===== config.mk =====
export PLATFORM = sky130hd
export DESIGN_NAME = waveform_oscillator_with_release_unit
export DESIGN_NICKNAME = d
export VERILOG_FILES = /design/src/hdl/wosc_pkg.sv /design/src/hdl/wosc_wave.sv /design/src/hdl/wosc_voice.sv /design/src/hdl/waveform_oscillator_with_release_unit.sv
export SDC_FILE = /design/constraint.sdc
export NUM_CORES = 1
export LEC_CHECK = 0
export BUFFER_PORTS_ARGS = -buffer_cell sky130_fd_sc_hd__clkbuf_2
export CAP_MARGIN = 40
export CORE_AREA = 5 5 289 291
export DETAILED_ROUTE_END_ITERATION = 10
export DIE_AREA = 0 0 294 296
export PLACE_DENSITY = 0.53
export REMOVE_ABC_BUFFERS = 1
export SYNTH_ARGS = -nofsm -noshare
export SYNTH_HDL_FRONTEND = slang
export SYNTH_SLANG_ARGS = --single-unit

===== constraint.sdc =====
create_clock -name i_clk -period 29.7 [get_ports i_clk]
set_input_delay 1.485 -clock i_clk [delete_from_list [all_inputs] [get_ports i_clk]]
set_output_delay 1.485 -clock i_clk [all_outputs]
set_load 0.01 [all_outputs]

===== src/hdl/wosc_pkg.sv =====
// Shared types and constants for the waveform oscillator voice.
// No dependencies; used by every module of the block.
`default_nettype none

package wosc_pkg;

    typedef enum logic [1:0] {
        OP_TICK     = 2'd0,
        OP_NOTE_ON  = 2'd1,
        OP_NOTE_OFF = 2'd2,
        OP_SET_FREQ = 2'd3
    } t_op;

    typedef enum logic [1:0] {
        WAVE_SQUARE = 2'd0,
        WAVE_SAW    = 2'd1,
        WAVE_TRI    = 2'd2,
        WAVE_PULSE  = 2'd3
    } t_wave;

    // configuration register indexes
    localparam logic CFG_WAVEFORM     = 1'b0;
    localparam logic CFG_RELEASE_STEP = 1'b1;

    localparam int          AMP_BITS      = 24;
    localparam logic [23:0] AMP_ONE       = 24'h80_0000;
    localparam logic [23:0] RELEASE_RESET = 24'd1268;

    localparam logic signed [16:0] WAVE_PEAK = 17'sd32767;

    // one command from the input register to the voice
    typedef struct packed {
        logic fire;
        t_op  op;
    } t_cmd;

endpackage

`default_nettype wire


===== src/hdl/wosc_wave.sv =====
// Wave shaper: maps the top 16 phase bits to a Q15 square, saw, triangle or pulse value.
// Depends on wosc_pkg.
`default_nettype none

module wosc_wave (
    input  wire logic [15:0]          i_phase,
    input  wosc_pkg::t_wave           i_sel,
    output logic signed [16:0]        o_value
);

    logic signed [16:0] w_saw;
    logic signed [16:0] w_mag;
    logic signed [17:0] w_tri;

    always_comb begin
        // p - 32768 is the phase with its top bit flipped, read as signed
        w_saw = 17'($signed({~i_phase[15], i_phase[14:0]}));
        w_mag = w_saw[16] ? -w_saw : w_saw;
        w_tri = 18'(w_mag) * 18'sd2 - 18'sd32768;
        case (i_sel)
            wosc_pkg::WAVE_SQUARE: o_value = i_phase[15] ? -wosc_pkg::WAVE_PEAK
                                                         : wosc_pkg::WAVE_PEAK;
            wosc_pkg::WAVE_SAW:    o_value = w_saw;
            wosc_pkg::WAVE_TRI:    o_value = w_tri[16:0];
            wosc_pkg::WAVE_PULSE:  o_value = (i_phase[15:14] == 2'b00) ? wosc_pkg::WAVE_PEAK
                                                                       : -wosc_pkg::WAVE_PEAK;
            default:               o_value = '0;
        endcase
    end

endmodule

`default_nettype wire


===== src/hdl/wosc_voice.sv =====
// Voice state: phase accumulator, step, amplitude and release, plus the sample multiply and clip.
// Depends on wosc_pkg and wosc_wave.
`default_nettype none

module wosc_voice #(
    parameter int PHASE_BITS  = 32,
    parameter int SAMPLE_BITS = 16
) (
    input  wire logic                      i_clk,
    input  wire logic                      i_rst_n,
    input  wosc_pkg::t_cmd                 i_cmd,
    input  wire logic [PHASE_BITS-1:0]     i_step,
    input  wosc_pkg::t_wave                i_waveform,
    input  wire logic [23:0]               i_release_step,
    output logic signed [SAMPLE_BITS-1:0]  o_sample,
    output logic                           o_active
);

    localparam int                SHIFT = 40 - SAMPLE_BITS;
    localparam logic signed [41:0] BIAS = (42'sd1 <<< SHIFT) - 42'sd1;
    localparam logic signed [41:0] SMAX = (42'sd1 <<< (SAMPLE_BITS - 1)) - 42'sd1;

    logic [PHASE_BITS-1:0] r_phase, n_phase;
    logic [PHASE_BITS-1:0] r_step,  n_step;
    logic [23:0]           r_amp,   n_amp;
    logic                  r_playing, n_playing;
    logic                  r_releasing, n_releasing;

    logic                  w_sounding;
    logic [24:0]           w_diff;
    logic signed [16:0]    w_value;
    logic signed [41:0]    w_prod;
    logic signed [41:0]    w_adj;
    logic signed [41:0]    w_quot;
    logic signed [41:0]    w_clip;

    wosc_wave u_wave (
        .i_phase (r_phase[PHASE_BITS-1 -: 16]),
        .i_sel   (i_waveform),
        .o_value (w_value)
    );

    always_comb begin
        w_sounding  = r_playing | r_releasing;
        w_diff      = {1'b0, r_amp} - {1'b0, i_release_step};
        n_phase     = r_phase;
        n_step      = r_step;
        n_amp       = r_amp;
        n_playing   = r_playing;
        n_releasing = r_releasing;
        if (i_cmd.fire) begin
            case (i_cmd.op)
                wosc_pkg::OP_NOTE_ON: begin
                    n_step      = i_step;
                    n_phase     = '0;
                    n_amp       = wosc_pkg::AMP_ONE;
                    n_playing   = 1'b1;
                    n_releasing = 1'b0;
                end
                wosc_pkg::OP_SET_FREQ: begin
                    n_step  = i_step;
                    n_phase = '0;
                end
                wosc_pkg::OP_NOTE_OFF: begin
                    n_releasing = 1'b1;
                end
                wosc_pkg::OP_TICK: begin
                    if (w_sounding) begin
                        n_phase = r_phase + r_step;
                    end
                    // release ends once the difference is zero or negative
                    if (r_releasing) begin
                        if (w_diff[24] || (w_diff == '0)) begin
                            n_amp       = '0;
                            n_playing   = 1'b0;
                            n_releasing = 1'b0;
                        end else begin
                            n_amp = w_diff[23:0];
                        end
                    end
                end
                default: begin
                end
            endcase
        end
    end

    // sample from the amplitude before this tick's release step
    always_comb begin
        w_prod = $signed(w_value) * $signed({1'b0, r_amp});
        w_adj  = w_prod + (w_prod[41] ? BIAS : '0);
        w_quot = w_adj >>> SHIFT;
        if (w_quot > SMAX) begin
            w_clip = SMAX;
        end else if (w_quot < -SMAX) begin
            w_clip = -SMAX;
        end else begin
            w_clip = w_quot;
        end
        o_sample = w_sounding ? w_clip[SAMPLE_BITS-1:0] : '0;
        o_active = n_playing | n_releasing;
    end

    always_ff @(posedge i_clk) begin
        if (!i_rst_n) begin
            r_phase     <= '0;
            r_step      <= '0;
            r_amp       <= '0;
            r_playing   <= 1'b0;
            r_releasing <= 1'b0;
        end else begin
            r_phase     <= n_phase;
            r_step      <= n_step;
            r_amp       <= n_amp;
            r_playing   <= n_playing;
            r_releasing <= n_releasing;
        end
    end

    a_amp_bound: assert property (@(posedge i_clk) disable iff (!i_rst_n)
        r_amp <= wosc_pkg::AMP_ONE)
        else $error("amplitude above full scale");

    a_note_on: assert property (@(posedge i_clk) disable iff (!i_rst_n)
        (i_cmd.fire && (i_cmd.op == wosc_pkg::OP_NOTE_ON))
        |=> (r_amp == wosc_pkg::AMP_ONE) && r_playing && !r_releasing && (r_phase == '0))
        else $error("note on did not start the voice");

    a_idle_phase: assert property (@(posedge i_clk) disable iff (!i_rst_n)
        (i_cmd.fire && (i_cmd.op == wosc_pkg::OP_TICK) && !r_playing && !r_releasing)
        |=> $stable(r_phase) && !r_playing)
        else $error("idle tick moved the phase");

endmodule

`default_nettype wire


===== src/hdl/waveform_oscillator_with_release_unit.sv =====
// Top level of the oscillator voice: input word register, configuration registers,
// result register. Depends on wosc_pkg and wosc_voice.
//
//  channel   | direction | word
//  ----------+-----------+------------------------------------------------------
//  s (in)    | slave     | tuser: op[1:0]; tdata: phase_step[31:0]
//  m (out)   | master    | tdata: sample[SAMPLE_BITS-1:0], active, zero fill
//  cfg       | slave     | index 0 waveform[1:0], index 1 release_step[23:0]
//
// One word per cycle sustained unless a tick waits on a full result register; a
// tick's result passes through the input register, then the voice's multiply
// and state update into the result register, before it leaves the output.
// Synchronous active-low reset clears control state and loads the register defaults.
// A stalled output holds its word; the input keeps taking words until a tick
// finds the result register still full.
`default_nettype none

module waveform_oscillator_with_release_unit #(
    parameter int PHASE_BITS  = 32,
    parameter int SAMPLE_BITS = 16
) (
    input  wire logic                             i_clk,
    input  wire logic                             i_rst_n,
    // slave side
    input  wire logic                             i_s_tvalid,
    output logic                                  o_s_tready,
    input  wire logic [31:0]                      i_s_tdata,   // phase_step[31:0]
    input  wire logic [1:0]                       i_s_tuser,   // op[1:0]
    // master side
    output logic                                  o_m_tvalid,
    input  wire logic                             i_m_tready,
    output logic [((SAMPLE_BITS+8)/8)*8-1:0]      o_m_tdata,   // sample, active, zeros
    // configuration
    input  wire logic                             i_cfg_valid,
    output logic                                  o_cfg_ready,
    input  wire logic [0:0]                       i_cfg_index,
    input  wire logic [23:0]                      i_cfg_data
);

    localparam int OUT_W = ((SAMPLE_BITS + 8) / 8) * 8;

    logic                         r_in_valid;
    wosc_pkg::t_op                r_in_op;
    logic [PHASE_BITS-1:0]        r_in_step;

    logic                         r_out_valid;
    logic signed [SAMPLE_BITS-1:0] r_out_sample;
    logic                         r_out_active;

    wosc_pkg::t_wave              r_waveform;
    logic [23:0]                  r_release_step;

    logic                         w_out_free;
    logic                         w_exec;
    logic                         w_tick;
    wosc_pkg::t_cmd               w_cmd;
    logic signed [SAMPLE_BITS-1:0] w_sample;
    logic                         w_active;

    always_comb begin
        w_out_free = !r_out_valid || i_m_tready;
        w_exec     = r_in_valid && ((r_in_op != wosc_pkg::OP_TICK) || w_out_free);
        w_tick     = w_exec && (r_in_op == wosc_pkg::OP_TICK);
        w_cmd.fire = w_exec;
        w_cmd.op   = r_in_op;
        o_s_tready = !r_in_valid || w_exec;
        o_m_tvalid = r_out_valid;
        o_m_tdata  = OUT_W'({r_out_active, r_out_sample});
        o_cfg_ready = 1'b1;
    end

    wosc_voice #(
        .PHASE_BITS  (PHASE_BITS),
        .SAMPLE_BITS (SAMPLE_BITS)
    ) u_voice (
        .i_clk          (i_clk),
        .i_rst_n        (i_rst_n),
        .i_cmd          (w_cmd),
        .i_step         (r_in_step),
        .i_waveform     (r_waveform),
        .i_release_step (r_release_step),
        .o_sample       (w_sample),
        .o_active       (w_active)
    );

    always_ff @(posedge i_clk) begin
        if (!i_rst_n) begin
            r_in_valid     <= 1'b0;
            r_out_valid    <= 1'b0;
            r_waveform     <= wosc_pkg::WAVE_SQUARE;
            r_release_step <= wosc_pkg::RELEASE_RESET;
        end else begin
            if (o_s_tready) begin
                r_in_valid <= i_s_tvalid;
            end
            if (w_tick) begin
                r_out_valid <= 1'b1;
            end else if (i_m_tready) begin
                r_out_valid <= 1'b0;
            end
            if (i_cfg_valid) begin
                case (i_cfg_index)
                    wosc_pkg::CFG_WAVEFORM:     r_waveform     <= wosc_pkg::t_wave'(i_cfg_data[1:0]);
                    wosc_pkg::CFG_RELEASE_STEP: r_release_step <= i_cfg_data;
                    default: begin
                    end
                endcase
            end
        end
    end

    // payload words, no reset
    always_ff @(posedge i_clk) begin
        if (o_s_tready && i_s_tvalid) begin
            r_in_op   <= wosc_pkg::t_op'(i_s_tuser);
            // truncate or zero-extend the step to the phase width
            r_in_step <= PHASE_BITS'({{PHASE_BITS{1'b0}}, i_s_tdata});
        end
        if (w_tick) begin
            r_out_sample <= w_sample;
            r_out_active <= w_active;
        end
    end

    a_stall_cause: assert property (@(posedge i_clk) disable iff (!i_rst_n)
        !o_s_tready |-> r_in_valid && r_out_valid && !i_m_tready
                        && (r_in_op == wosc_pkg::OP_TICK))
        else $error("input stalled without a blocked tick");

    a_tick_result: assert property (@(posedge i_clk) disable iff (!i_rst_n)
        w_tick |=> r_out_valid)
        else $error("tick gave no result word");

    a_no_spurious: assert property (@(posedge i_clk) disable iff (!i_rst_n)
        (w_exec && (r_in_op != wosc_pkg::OP_TICK) && !r_out_valid) |=> !r_out_valid)
        else $error("non-tick word produced a result");

endmodule

`default_nettype wire

; Word-level counts from Yosys, hierarchy flattened
; Index checks and enable logic that the tools add are counted.
[word_totals]
ff_bits = 169
latch_bits = 0
ram_bits = 0
rom_bits = 0
inputBits = 64
output_inout_bits = 27
elab_cells = 81
n_memories = 0
[op_classes]
addsub = 5
n_mul = 1
div_mod_pow = 0
n_lt_le_gt_ge = 2
eq_ne = 8
n_shift = 0
muxes = 22
n_bitwise = 5
n_reduce_logical = 24
[ops]
columns = operator, count
row1 = two-way mux 24 bit, 3
row2 = case mux 17 bit (4 select lines), 1
row3 = case mux 32 bit (2 select lines), 1
row4 = case mux 24 bit (2 select lines), 1
row5 = adder 42 x 24 -> 42 bit, 1
row6 = multiplier 17 x 25 -> 42 bit, 1
row7 = two-way mux 17 bit, 2
row8 = adder 32 bit, 1
row9 = two-way mux 16 bit, 2
row10 = two-way mux 32 bit, 1
row11 = logical NOT 25 bit, 1
row12 = subtractor 24 x 24 -> 25 bit, 1
row13 = "> comparator 18 x 16 -> 1 bit, second input constant", 1
row14 = "less-than comparator 18 x 16 -> 1 bit, second input constant", 1
row15 = "subtractor 17 bit, second input constant", 1
row16 = negator 16 bit, 1
row17 = two-way mux 15 bit, 1
row18 = "== test 2 bit, second input constant", 4
row19 = two-way mux 1 bit, 8
row20 = nonzero test 2 bit, 4
row21 = logical NOT 2 bit, 3
row22 = AND reduction 2 bit, 3
row23 = AND reduction 3 bit, 2
row24 = "== test 2 x 1 -> 1 bit, second input constant", 2
row25 = 9 further kinds, 20

; Logic depth before layout (Yosys ltp)
[logic_depth]
word_depth = 11
depth_mapped = 50
ltp_nobuf = 47

; Modules after synthesis
; Synthesis repeated with hierarchy kept, for this count alone.
[unflattened]
cells_unflattened = 2825
area_unflattened_um2 = 24389.6
[by_module_without_submodules]
columns = mod, instances, cells_per_inst, area_each_um2, seq_area_each_um2
row1 = wosc_voice, 1, 2519, 20895.0, 1801.7
row2 = waveform_oscillator_with_release_unit, 1, 186, 2665.1, 2092.0
row3 = wosc_wave, 1, 120, 829.5, 0.0

; Worst setup path after synthesis
; Ideal clock, no wire load.
[synth_path]
path_kind = register to register
from = register u_voice.r_phase[18]
to = register r_out_sample[0], data pin
setup_time_ns = 0.167
t_arrival_ns = 10.022
required_time_ns = 29.533
setup_slack_ns = 19.511
path_stages_with_launch = 47
path_buffers = 3
synth_period_minus_slack_ns = 10.189
cell_sequence = dfxtp_1 nor3_1 nand2b_1 nor4_1 nand2_1 or4_1 a21oi_1 nand2_1 o311ai_0 o21ai_0 clkbuf_1 and2_1 fa_1 inv_1 fa_1 fa_1 inv_1 fa_1 (+11 left out) o21ai_4 and3_4 nor2_4 inv_2 buf_6 ha_1 and3_1 nand3_1 nand3_1 nand3_1 a21o_1 o211ai_1 o21ai_0 a2111oi_1 mux2i_1 o2111a_1 nand4_1 a211oi_1
[synth_between]
elab_chain_len = 10
elab_cells_between_ends = 11
classes_between = add/sub: 3 / mul: 1 / order compare: 2 / mux: 5
[synth_lines]
columns = item, line_no
row1 = "start, declared", wosc_voice.sv:23  ; logic [PHASE_BITS-1:0] r_phase, n_phase;
row2 = "start signal, assigned", wosc_voice.sv:112  ; r_phase <= n_phase;
row3 = negator 16 bit, wosc_wave.sv:18  ; w_mag = w_saw[16] ? -w_saw : w_saw;
row4 = two-way mux 16 bit, wosc_wave.sv:18
row5 = subtractor 17 bit, wosc_wave.sv:19  ; w_tri = 18'(w_mag) * 18'sd2 - 18'sd32768;
row6 = case mux 17 bit (4 select lines) (*), wosc_wave.sv:20  ; case (i_sel)
row7 = multiplier 17 x 25 -> 42 bit (*), wosc_voice.sv:90  ; w_prod = $signed(w_value) * $signed({1'b0, r_amp});
row8 = two-way mux 24 bit, wosc_voice.sv:91  ; w_adj = w_prod + (w_prod[41] ? BIAS : '0);
row9 = adder 42 x 24 -> 42 bit (*), wosc_voice.sv:91
row10 = less-than comparator 18 x 16 -> 1 bit, wosc_voice.sv:95  ; end else if (w_quot < -SMAX) begin
row11 = two-way mux 16 bit, wosc_voice.sv:95
row12 = two-way mux 15 bit (*), wosc_voice.sv:93  ; if (w_quot > SMAX) begin
row13 = "end signal, assigned", waveform_oscillator_with_release_unit.sv:120  ; r_out_sample <= w_sample;
row14 = "end, declared", waveform_oscillator_with_release_unit.sv:47  ; logic signed [SAMPLE_BITS-1:0] r_out_sample;
; Every way passes the cells marked *; elsewhere a longest branch is shown, timed or not.
; A chain may end at the register's enable or synchronous reset.

; Worst setup path after layout
[layout_path]
from = register u_voice.r_phase[18]
to = register r_out_sample[1], data pin
; The elaborated chain is that of the path after synthesis.

==> impl_metrics.ini <==
[drt]
drt_iter0_markers = 1052
post_route_drc = 0
detail_route.wl_per_cell_um = 16.5
detail_route.first_pass.iterations = 6
via_per_inst = 4.82
detail-route-antenna-nets = 0
drt_wl_total_um = 64600
detailroute.via_count = 18900

[die]
placementRows = 104
start_util = 0.298
fp.dieW_um = 294
die_height_um = 296
top_level_ports = 91
core_area_mm2 = 0.0803
die_area_mm2 = 0.0870

[critical_path]
crit_top_cell = sky130_fd_sc_hd__fa_1
critical_path_arrival_ps = 11810
cp_slowest_stage_delay_ps = 740
startpoint_type = register
worst_ep_required_time_ps = 30010
type_of_the_worst_setup_path = register to register
critPathSlowestCell = sky130_fd_sc_hd__a2111oi_2
crit_path_end_kind = register
cp_max_fo = 23

[synth]
synth.cell_area_mm2 = 0.0239
synth-seq-cells = 169
proportion_of_synthesized_flip_flops_having_asynchronous_set_or_reset = 0
synth_seq_area_share = 0.163
ys.warnings.count = 0
synth.avg_cell_area_um2 = 8.50
dominantRegCellSynth = sky130_fd_sc_hd__dfxtp_1
synth_edf_count = 51
netlist_instances = 2814
post_synth_num_cell_types = 88

[timing]
finalCritPeriodShare = 0.387
timing.slew.headroom = 0.358
worst_clock_skew_ps = 18.4
final_hold_viol_count = 0
period_minus_slack_ps = 11510
max_freq_mhz = 86.9
final-max-slew-violation-count = 0
grt_setup_unrepaired = no
setup_tns_ps = 0
setup_violations = 0
timing.final.ws_setup_ps = 18190
worstMarginPinSlew_ps = 961

[cells_and_area]
stdcell_area_mm2 = 0.0265
antennaDiodeCount = 0
fraction_of_layout_instances_using_a_drive_strength_above_1 = 0.0786
post_layout_net_count = 3451
fill_cell_count = 8432
multiInputGateArea_mm2 = 0.0178
syn_to_final_growth_pct = 10.8
layout.area.seq_mm2 = 0.00389

[clock_tree]
cts.htree.levels = 4
insertion_delay_of_the_later_clocked_pin_in_the_worst_skew_pair_ps = 460
post_cts_buffers = 0
tritoncts_num_sinks = 169
cts_resized = 0
clock_pin_slew_reported_for_the_worst_setup_and_hold_paths_after_clock_tree_synthesis_ps = 70
ctsHoldBuffers = 0
cts_tree = done
cts.root.buffer_cell = sky130_fd_sc_hd__clkbuf_16
cts-root-to-sink-buffers = 2
cts_inserted_buffers = 17

[flow_run]
cap_violations = 0

[global_routing]
antenna_violations_before_repair = 0
grt_start_max_net_pins = 67
grt_pass1_wl_um = 107000
busiest_layer = met2
use_met1 = 0.209
grt_util_all_layers = 0.152
via_count_of_the_first_global_routing_pass = 19900
global_route.overflow_total = 0
globalRouteMet3Util = 0.0166
grt_use_met2 = 0.263

[run_status]
result_of_the_run = finished, final reports clean

[pwr]
power_per_cell_area_mw_per_mm2 = 22.9
power.total_uw = 608
leakage_uw = 0.0126
irDropWorstVdd_v = 0.0000556

[placement]
portBuffers = 82
pre_cts_slack_ps = 18330
total_cell_area_at_the_placement_stage_mm2 = 0.0259
place.gp.congestion = 0.847
detailedPlacementHpwl_um = 51200

[worst_hold_path]
worst_hold_path_type = register to register
==> per-layer routing <==
metal	part of all wire	vias to the layer above	wire, µm
met2	0.48	358	31000
met4	0.012	0	802
met3	0.034	67	2210
met1	0.47	9348	30600
met5	0	-	0
li1	-	9121	-
==> where the power goes <==
| group | leakage, µW | internal [µW] | switching [µW] | total (µW) |
|---|---|---|---|---|
| Combinational | 0.0109 | 51.1 | 94.1 | 145 |
| Clock | 0.000267 | 110 | 105 | 215 |
| Sequential | 0.00145 | 244 | 3.78 | 248 |
==> layout make-up <==
type,instances,area share
inverters,468,0.0663
flip-flops and latches,169,0.147
well taps,1060,0.0500
clock inverters,15,0.00519
repair buffers,143,0.0430
multi-input cells,2050,0.673
clock buffers,17,0.0160
==> critical path: cells and delay by family, from the launching register on <==
kind / cells / cell delay [ps]
AO/OA/AOI/OAI: 16 / 4080
adder cells (fa/ha/maj): 8 / 3610
AND/OR/NAND/NOR: 13 / 2650
buffers and inverters: 6 / 630
flip-flops: 1 / 380
==> kinds of logic after synthesis <==
family / after synthesis / synth area share
AOI/OAI and AO/OA: 473 / 0.130
DFF: 169 / 0.163
muxes: 7 / 0.00319
adders and majority gates: 538 / 0.385
buffers and inverters: 601 / 0.0968
xor gates and xnor gates: 104 / 0.0384
and+or+nand+nor: 920 / 0.183
other: 2 / 0.000314
==> state kept, by name (all words and copies together), names as in the netlist <==
name and flops:
u_voice.r_playing 1, r_in_valid 1, u_voice.r_phase 32, r_out_active 1, r_in_step 32, u_voice.r_releasing 1, o_m_tvalid 1, r_in_op 2
r_release_step 24, r_waveform 2, u_voice.r_amp 24, u_voice.r_step 32, r_out_sample 16
==> synth_stat cells (all sizes together), types with 5 or more instances <==
library cell / count / share of area
inv: 468 / 0.073
nand2: 407 / 0.064
fa: 331 / 0.28
ha: 207 / 0.11
a21oi: 171 / 0.036
and2: 139 / 0.036
nor2: 136 / 0.022
dfxtp: 118 / 0.099
clkbuf: 105 / 0.016
o21ai: 72 / 0.016
xnor2: 72 / 0.027
edfxtp: 51 / 0.064
nand3: 46 / 0.0096
nor2b: 43 / 0.011
a21o: 38 / 0.012
xor2: 32 / 0.012
nor3: 30 / 0.0065
buf: 28 / 0.0069
nand2b: 23 / 0.0060
a22o: 20 / 0.0073
o21a: 20 / 0.0063
a22oi: 19 / 0.0060
a211oi: 18 / 0.0056
and3: 18 / 0.0049
o211ai: 17 / 0.0055
or2: 16 / 0.0042
a31oi: 15 / 0.0048
nand4: 14 / 0.0037
or3: 12 / 0.0031
o21bai: 10 / 0.0031
a2111oi: 9 / 0.0036
nor4: 9 / 0.0026
o31ai: 9 / 0.0028
and4: 7 / 0.0026
mux2i: 5 / 0.0021
o2111ai: 5 / 0.0018
==> path summary, 6_finish.rpt <==
check / start / slack, ps / to / cells past startpoint
min: r_release_step[19] / 450 / r_release_step[19] / 2
max: u_voice.r_phase[18] / 18190 / r_out_sample[1] / 43
min reg2reg: r_release_step[19] / 450 / r_release_step[19] / 2
max reg2reg: u_voice.r_phase[18] / 18190 / r_out_sample[1] / 43
==> through the flow <==
stage	util	hold slack, ps	instances
after floorplan	-	436	2687
after global placement	0.317	444	3863
after detailed placement	0.323	447	3890
after CTS	0.330	456	3922
after global routing	0.330	483	3922
final	0.330	454	3922
==> placed cells by master (no fill, tap or decap), types with 9 or more instances in the layout <==
cell	n
sky130_fd_sc_hd__a22o_1	20
sky130_fd_sc_hd__nor2b_1	43
sky130_fd_sc_hd__buf_8	11
sky130_fd_sc_hd__nand3_1	46
sky130_fd_sc_hd__nor2_1	134
sky130_fd_sc_hd__a21oi_1	168
sky130_fd_sc_hd__nand4_1	14
sky130_fd_sc_hd__nand2_1	407
sky130_fd_sc_hd__nand2b_1	23
sky130_fd_sc_hd__o21a_1	20
sky130_fd_sc_hd__o21ai_0	57
sky130_fd_sc_hd__a22oi_1	19
sky130_fd_sc_hd__and2_1	138
sky130_fd_sc_hd__a21o_1	38
sky130_fd_sc_hd__and3_1	17
sky130_fd_sc_hd__nor3_1	28
sky130_fd_sc_hd__clkbuf_16	17
sky130_fd_sc_hd__edfxtp_1	51
sky130_fd_sc_hd__o31ai_1	9
sky130_fd_sc_hd__a211oi_1	18
sky130_fd_sc_hd__dfxtp_1	118
sky130_fd_sc_hd__ha_1	207
sky130_fd_sc_hd__clkbuf_2	82
sky130_fd_sc_hd__or2_2	16
sky130_fd_sc_hd__a31oi_1	12
sky130_fd_sc_hd__inv_1	466
sky130_fd_sc_hd__buf_4	37
sky130_fd_sc_hd__xor2_1	32
sky130_fd_sc_hd__xnor2_1	71
sky130_fd_sc_hd__fa_1	331
sky130_fd_sc_hd__or3_1	12
sky130_fd_sc_hd__o21bai_1	10
sky130_fd_sc_hd__buf_16	9
sky130_fd_sc_hd__o211ai_1	16
Note: power is estimated with default switching activity, not from simulation.
